--- src/design/hjb_pkg.sv ---
// ----------------------------------------------------------------------------
// hjb_pkg: shared types for the hash join build/probe engine
// Item layouts, the internal command format and its operation codes.
// ----------------------------------------------------------------------------
package hjb_pkg;

  localparam int QDEPTH = 4;
  localparam int QPTR_W = 2;

  localparam logic [1:0] MODE_CLEAR = 2'd0;
  localparam logic [1:0] MODE_BUILD = 2'd1;
  localparam logic [1:0] MODE_PROBE = 2'd2;

  localparam logic STATUS_MATCH = 1'b0;
  localparam logic STATUS_DROP  = 1'b1;

  typedef struct packed {
    logic [1:0]         mode;
    logic signed [63:0] join_key;
    logic [31:0]        row_number;
    logic [15:0]        chunk_number;
    logic               keep;
  } in_item_t;

  typedef struct packed {
    logic        status;
    logic [31:0] probe_row;
    logic [15:0] probe_chunk;
    logic [31:0] build_row;
    logic [15:0] build_chunk;
  } out_item_t;

  typedef enum logic [1:0] {
    OP_CLEAR  = 2'd0,
    OP_INSERT = 2'd1,
    OP_PROBE  = 2'd2
  } op_t;

  typedef struct packed {
    op_t         op;
    logic [63:0] key;
    logic [31:0] row;
    logic [15:0] chunk;
  } cmd_t;

  // Handshake between the front queue and the back engine.
  typedef struct packed {
    logic valid;
    cmd_t cmd;
  } cmd_chan_t;

endpackage

--- src/design/hjb_front.sv ---
// ----------------------------------------------------------------------------
// hjb_front: input classifier and command queue
// Turns accepted items into commands, drops filtered ones and the unused mode, queues the rest.
// ----------------------------------------------------------------------------
module hjb_front (
  input  logic              clk,
  input  logic              rst,
  input  logic              push,
  input  hjb_pkg::in_item_t din,
  input  logic              hold,
  output logic              full,
  output hjb_pkg::cmd_chan_t chan,
  input  logic              cmd_ready
);

  hjb_pkg::cmd_t                q_mem [hjb_pkg::QDEPTH];
  logic [hjb_pkg::QPTR_W-1:0]   wr_ptr;
  logic [hjb_pkg::QPTR_W-1:0]   rd_ptr;
  logic [hjb_pkg::QPTR_W:0]     q_count;
  logic                         accept;
  logic                         store;
  logic                         take;
  hjb_pkg::cmd_t                cmd_in;

  assign full   = hold || (q_count == (hjb_pkg::QPTR_W+1)'(hjb_pkg::QDEPTH));
  assign accept = push && !full;

  // Filtered builds and probes and the unused mode leave no trace.
  always_comb begin
    cmd_in.key   = din.join_key;
    cmd_in.row   = din.row_number;
    cmd_in.chunk = din.chunk_number;
    cmd_in.op    = hjb_pkg::OP_CLEAR;
    store        = 1'b0;
    case (din.mode)
      hjb_pkg::MODE_CLEAR: begin
        store = 1'b1;
      end
      hjb_pkg::MODE_BUILD: begin
        cmd_in.op = hjb_pkg::OP_INSERT;
        store     = din.keep;
      end
      hjb_pkg::MODE_PROBE: begin
        cmd_in.op = hjb_pkg::OP_PROBE;
        store     = din.keep;
      end
      default: store = 1'b0;
    endcase
  end

  assign chan.valid = (q_count != '0);
  assign chan.cmd   = q_mem[rd_ptr];
  assign take       = chan.valid && cmd_ready;

  always_ff @(posedge clk) begin
    if (accept && store) begin
      q_mem[wr_ptr] <= cmd_in;
    end
  end

  always_ff @(posedge clk) begin
    if (rst) begin
      wr_ptr  <= '0;
      rd_ptr  <= '0;
      q_count <= '0;
    end else begin
      if (accept && store) begin
        wr_ptr <= wr_ptr + 1'b1;
      end
      if (take) begin
        rd_ptr <= rd_ptr + 1'b1;
      end
      q_count <= q_count + (hjb_pkg::QPTR_W+1)'(accept && store)
                         - (hjb_pkg::QPTR_W+1)'(take);
    end
  end

endmodule

--- config.mk ---
export PLATFORM = sky130hd
export DESIGN_NAME = hjb_front
export DESIGN_NICKNAME = d
export VERILOG_FILES = /design/src/design/hjb_pkg.sv /design/src/design/hjb_front.sv
export SDC_FILE = /design/constraint.sdc
export NUM_CORES = 1
export LEC_CHECK = 0
export ABC_CLOCK_PERIOD_IN_PS = 6400
export BUFFER_PORTS_ARGS = -buffer_cell sky130_fd_sc_hd__buf_4
export CAP_MARGIN = 20
export CELL_PAD_IN_SITES_DETAIL_PLACEMENT = 1
export CELL_PAD_IN_SITES_GLOBAL_PLACEMENT = 1
export CORE_MARGIN = 1
export CORE_UTILIZATION = 55
export CTS_BUF_LIST = sky130_fd_sc_hd__clkbuf_8
export DETAILED_ROUTE_END_ITERATION = 6
export HOLD_SLACK_MARGIN = 0.05
export PLACE_DENSITY = 0.83
export SYNTH_ARGS = -nofsm -noshare
export SYNTH_HDL_FRONTEND = slang
export SYNTH_SLANG_ARGS = --single-unit
--- constraint.sdc ---
create_clock -name clk -period 6.4 [get_ports clk]
set_input_delay 1.6 -clock clk [delete_from_list [all_inputs] [get_ports clk]]
set_output_delay 1.6 -clock clk [all_outputs]
set_load 0.02 [all_outputs]
Word level (Yosys, flattened, before mapping) --
Memory sizes are Yosys's and may differ from the RTL's. A register that Yosys moved wholly into a read port is not among the register bits. Cells that the tools add are included.
Cells by class: multiplexer cells 6, equal/unequal tests 3, $add $sub $neg 4, reduce and logical (&&, ||, !) cells 8
Operator list (number):
- 2-bit by 1-bit adder with 2-bit output (second input constant) | 2
- 2-bit 2-to-1 mux | 2
- 2-bit one-hot mux with 2 select lines | 1
- 3-bit by 1-bit adder with 3-bit output | 1
- 3-bit equality test (second input constant) | 1
- 1-bit logical AND | 3
- 3-bit nonzero test | 1
- 3-bit by 1-bit subtractor with 3-bit output | 1
- 2-bit by 1-bit equality test with 1-bit output (second input constant) | 1
- 2-bit equality test (second input constant) | 1
- 2-bit zero test | 1
- 1-bit 2-to-1 mux | 2
- 1-bit one-hot mux with 2 select lines | 1
- 2-bit OR reduction | 1
- 1-bit zero test | 1
- 1-bit logical OR | 1
Word-level totals: memories kept 1, register bits 7, bits in writable memories 456, input port bits 120, output and inout bits 116
Memory list:
- q_mem | words 4, bits a word 114, rd ports 1, clocked after Yosys merged registers in 1, wr ports 1, line hjb_front.sv:16 | hjb_pkg::cmd_t q_mem [hjb_pkg::QDEPTH];

Logic depth before layout (Yosys ltp) --
depth in word-level cells 7, depth in mapped cells 13

Worst setup path after synthesis --
No wires, ideal clock.
path kind input-to-reg, start point input din[113] in the netlist's numbering, end point memory q_mem[0][0] in the netlist's numbering (enable), cell stages on the path 5, required time 5.976 ns, setup slack 2.055 ns, arrival 3.922 ns, path buffers 0, cells stage by stage inv_1 -> ha_1 -> a21oi_1 -> a2111oi_4 -> and2_2
On the way: word-level cells in the longest chain between the ends 6, elaborated cells on any way between the ends 8, classes of those cells 2 x eq/ne; 3 x mux; 3 x reduce/logical
Ends and longest elaborated chain:
- from (decl) | line hjb_front.sv:9 | input hjb_pkg::in_item_t din,
- 2-bit equality test or 2-bit by 1-bit equality test with 1-bit output (tied branches) | line hjb_front.sv:35 | case (din.mode)
- 2-bit OR reduction (no source line)
- 1-bit one-hot mux with 2 select lines * | line hjb_front.sv:35
- 1-bit logical AND * | line hjb_front.sv:56 | if (accept && store) begin
- 1-bit 2-to-1 mux * | line hjb_front.sv:56
- 1-bit 2-to-1 mux (not written as such) * | line hjb_front.sv:57 | q_mem[wr_ptr] <= cmd_in;
- to (decl) | line hjb_front.sv:16
Mark *: on every way between the ends. The rest lies on a longest branch, timed or not.

==> key figures <==
Run status
  • Status: completed

Synthesis
  • Synth Area in XOR/XNOR: 0.00155
  • Sequential-to-total area share from yosys stat: 0.816
  • FF+latch count, synth: 465
  • Synth unique cells: 25
  • Mean Syn Cell Area: around 26 um^2
  • Post-Syn Area: 17,000 um^2
  • Yosys warning count: 0
  • Simple-gate share of the synthesized area: 0.00633
  • Post-Synth Adder-Cell Area: 0.00854
  • Syn Inst Count: 653
  • Syn Nets: 784
  • Main combinational cell family by area after synthesis: multiplexers
  • Multiplexer area fraction after synthesis: 0.152
  • Complex-gate fraction of the synthesized area: 0.00353

STA
  • Final min period: 4.50 ns
  • Max-slew violations: 0
  • RSZ-0062 raised after global routing: no
  • Final hold vios: 0
  • Endpoints failing setup: 0
  • Setup WS post-layout: 1.90 ns
  • Max Freq: 0.222 GHz
  • Final setup TNS: 0 ns
  • Min Hold Slack: 0.535 ns
  • Worst Max-Slew Pin Slew: 1.05 ns
  • Slew HR: 0.297
  • Final worst-path cycle share: 0.703
  • Clock Skew: 0.0248 ns

Place
  • GPL Wtd Cong: 0.709
  • Port Buf Inserts: 235
  • Dpl hpwl: 21,700 um
  • Pre-CTS setup slack: 2.00 ns

Routing
  • DRC: 0
  • First-pass DRT Iterations: 4
  • Final antenna-violating net count: 0
  • Vias/cell: between 5 and 6
  • Final WL: 35,100 um
  • Initial DRC count: 494
  • Routed via count: 7,875
  • WL/cell: 25.1 um

Pwr
  • Switching share of total power: 0.278
  • Peak supply drop: 0.251 mV
  • Part of the power in registers: 0.472
  • P_sw: 2.08 mW
  • Leakage: 6.92 nW
  • P per Cell Area: 364 nW/um^2
  • Pint: 5.41 mW
  • Clk network pwr share: 0.301
  • Comb pwr share: 0.227

CTS
  • Worst-Skew Late Latency: 0.59 ns
  • H-tree Lvls: 3
  • Post-CTS sizing: 0
  • Cts hold-fix bufs: 0
  • CTS tree: yes
  • Total CTS buffers: 73
  • Clock Path Buffers: 3
  • CTS clk-pin slew, worst paths: 0.06 ns
  • Clock Tree Root: clkbuf_8
  • CTS Sinks: approximately 470
  • Setup bufs post-CTS: 0

Final layout
  • Layout area overhead: 21.0%
  • Ant diodes: 0
  • Final #Nets: approximately 1,100
  • Most common cell after layout, fill and taps aside: edfxtp_1
  • Share of post-route cells with drive strength above 1: 0.459
  • Most frequent cells in the layout: 456 x edfxtp_1, 239 x buf_4, 114 x mux4_2, 76 x clkbuf_8, 31 x inv_1
  • Post-Route Utilization: 0.674

Floorplan
  • Die Width: 178 um
  • Initial core utilization: 0.557
  • Die H: 178 um
  • Core area: 30,500 um^2
  • Rows: 64
  • I/O pin count: 236
  • Die ar.: 31,600 um^2

Worst setup path
  • WP data required: 4.80 ns
  • Critical path type: reg -> out
  • CP Max Fanout: 46
  • WP data arrival: 2.90 ns
  • Reg2reg start: q_count[1]$_SDFF_PP0_
  • Crit start category: flip-flop
  • Worst setup EP type: primary output

Global route
  • Pin count of the biggest net entering global routing: 74
  • Initial antenna violation count: 1
  • Grt ovf: 0
  • Vias in the first global route: 8,648
  • First-pass GRT wire length: 51,400 um
  • Total GRT Usage: 0.226

Run
  • Maxcap violations: 0

Min path
  • Hold WC Path Type: reg -> reg
  • HP Start: rd_ptr[1]$_SDFFE_PP0P_
[worst paths after layout]
kind                            cells past startpoint  slack, ns                endpoint
worst max-delay path                                3       1.90                chan[70]
worst min-delay path                                2       0.54  rd_ptr[1]$_SDFFE_PP0P_
worst max register to register                      4       3.52  q_mem[2][83]$_DFFE_PP_
worst min register to register                      2       0.54  rd_ptr[1]$_SDFFE_PP0P_
[cell usage after synthesis]
cell type	instances	area share
nand2b_1	3	0.0011
mux2_4	1	0.00088
buf_6	7	0.0046
ha_1	10	0.0074
nor2_1	7	0.0015
a2111oi_4	1	0.0016
xnor2_1	1	0.00052
inv_1	7	0.0015
clkbuf_1	7	0.0015
o311ai_0	1	0.00052
or3_2	1	0.00044
nor2_2	1	0.00037
a21oi_1	1	0.00029
dfxtp_1	9	0.011
nor2b_1	1	0.00037
mux2i_1	1	0.00059
mux4_2	114	0.15
a21o_2	1	0.00052
xor2_1	2	0.0010
fa_1	1	0.0012
o31a_2	1	0.00059
edfxtp_1	456	0.81
buf_2	13	0.0038
and2_2	5	0.0022
nor3_1	1	0.00029
[metal layers]
layer  vias to the layer above  wire [um]  GRT usage  share of wire
li1                       3399          -          -              -
met1                      4107      13500      0.286           0.38
met3                        57       2900     0.0726          0.083
met2                       310      17900      0.371           0.51
met4                         2        804     0.0766          0.023
met5                         -         17          0        0.00048
[registers in the layout (all words and copies together), names as in the netlist, named ones only]
register	cells
q_count	3
q_mem	456
rd_ptr	2
wr_ptr	2
[power groups by stage]
stage	Clock (mW)	Sequential [mW]	Combinational (mW)
floorplan	0	3.49	1.17
global placement	0	3.62	1.66
detailed placement	0	3.62	1.70
CTS	2.31	3.56	1.71
global route	2.43	3.55	1.80
finish	2.25	3.53	1.70
[cell type report]
class                           count  area, um^2
Clock buffer                       76        1050
Clock inverter                     56         270
Fill cell                        2394        9940
Inverter                            7        26.3
Multi-Input combinational cell    154        2940
Sequential cell                   465       13900
Tap cell                          396         495
Timing Repair Buffer              245        1910
[worst max-delay path, cell delays in order, from the launching register on]
cell,delay (ns)
dfxtp_4,0.98
buf_4,0.53
mux4_2,0.59
buf_4,0.18
[through the flow]
stage               power, mW  cell area (um^2)  std cells
global route             7.78             20600       1399
global placement         5.28             19200       1266
CTS                      7.58             20500       1398
finish                   7.49             20600       1399
detailed placement       5.32             19200       1266
floorplan                4.66             17000        653
[cell families (layout without fill, tap and decap cells)]
| group | count (synthesis) | after routing |
|---|---|---|
| AO/OA/AOI/OAI | 5 | 5 |
| multiplexers | 116 | 116 |
| buffers and inverters | 34 | 384 |
| adder cells (fa/ha/maj) | 11 | 11 |
| AND/OR/NAND/NOR | 19 | 19 |
| XOR/XNOR | 3 | 3 |
| flip-flops | 465 | 465 |
Power figures use the tool's default switching activity.
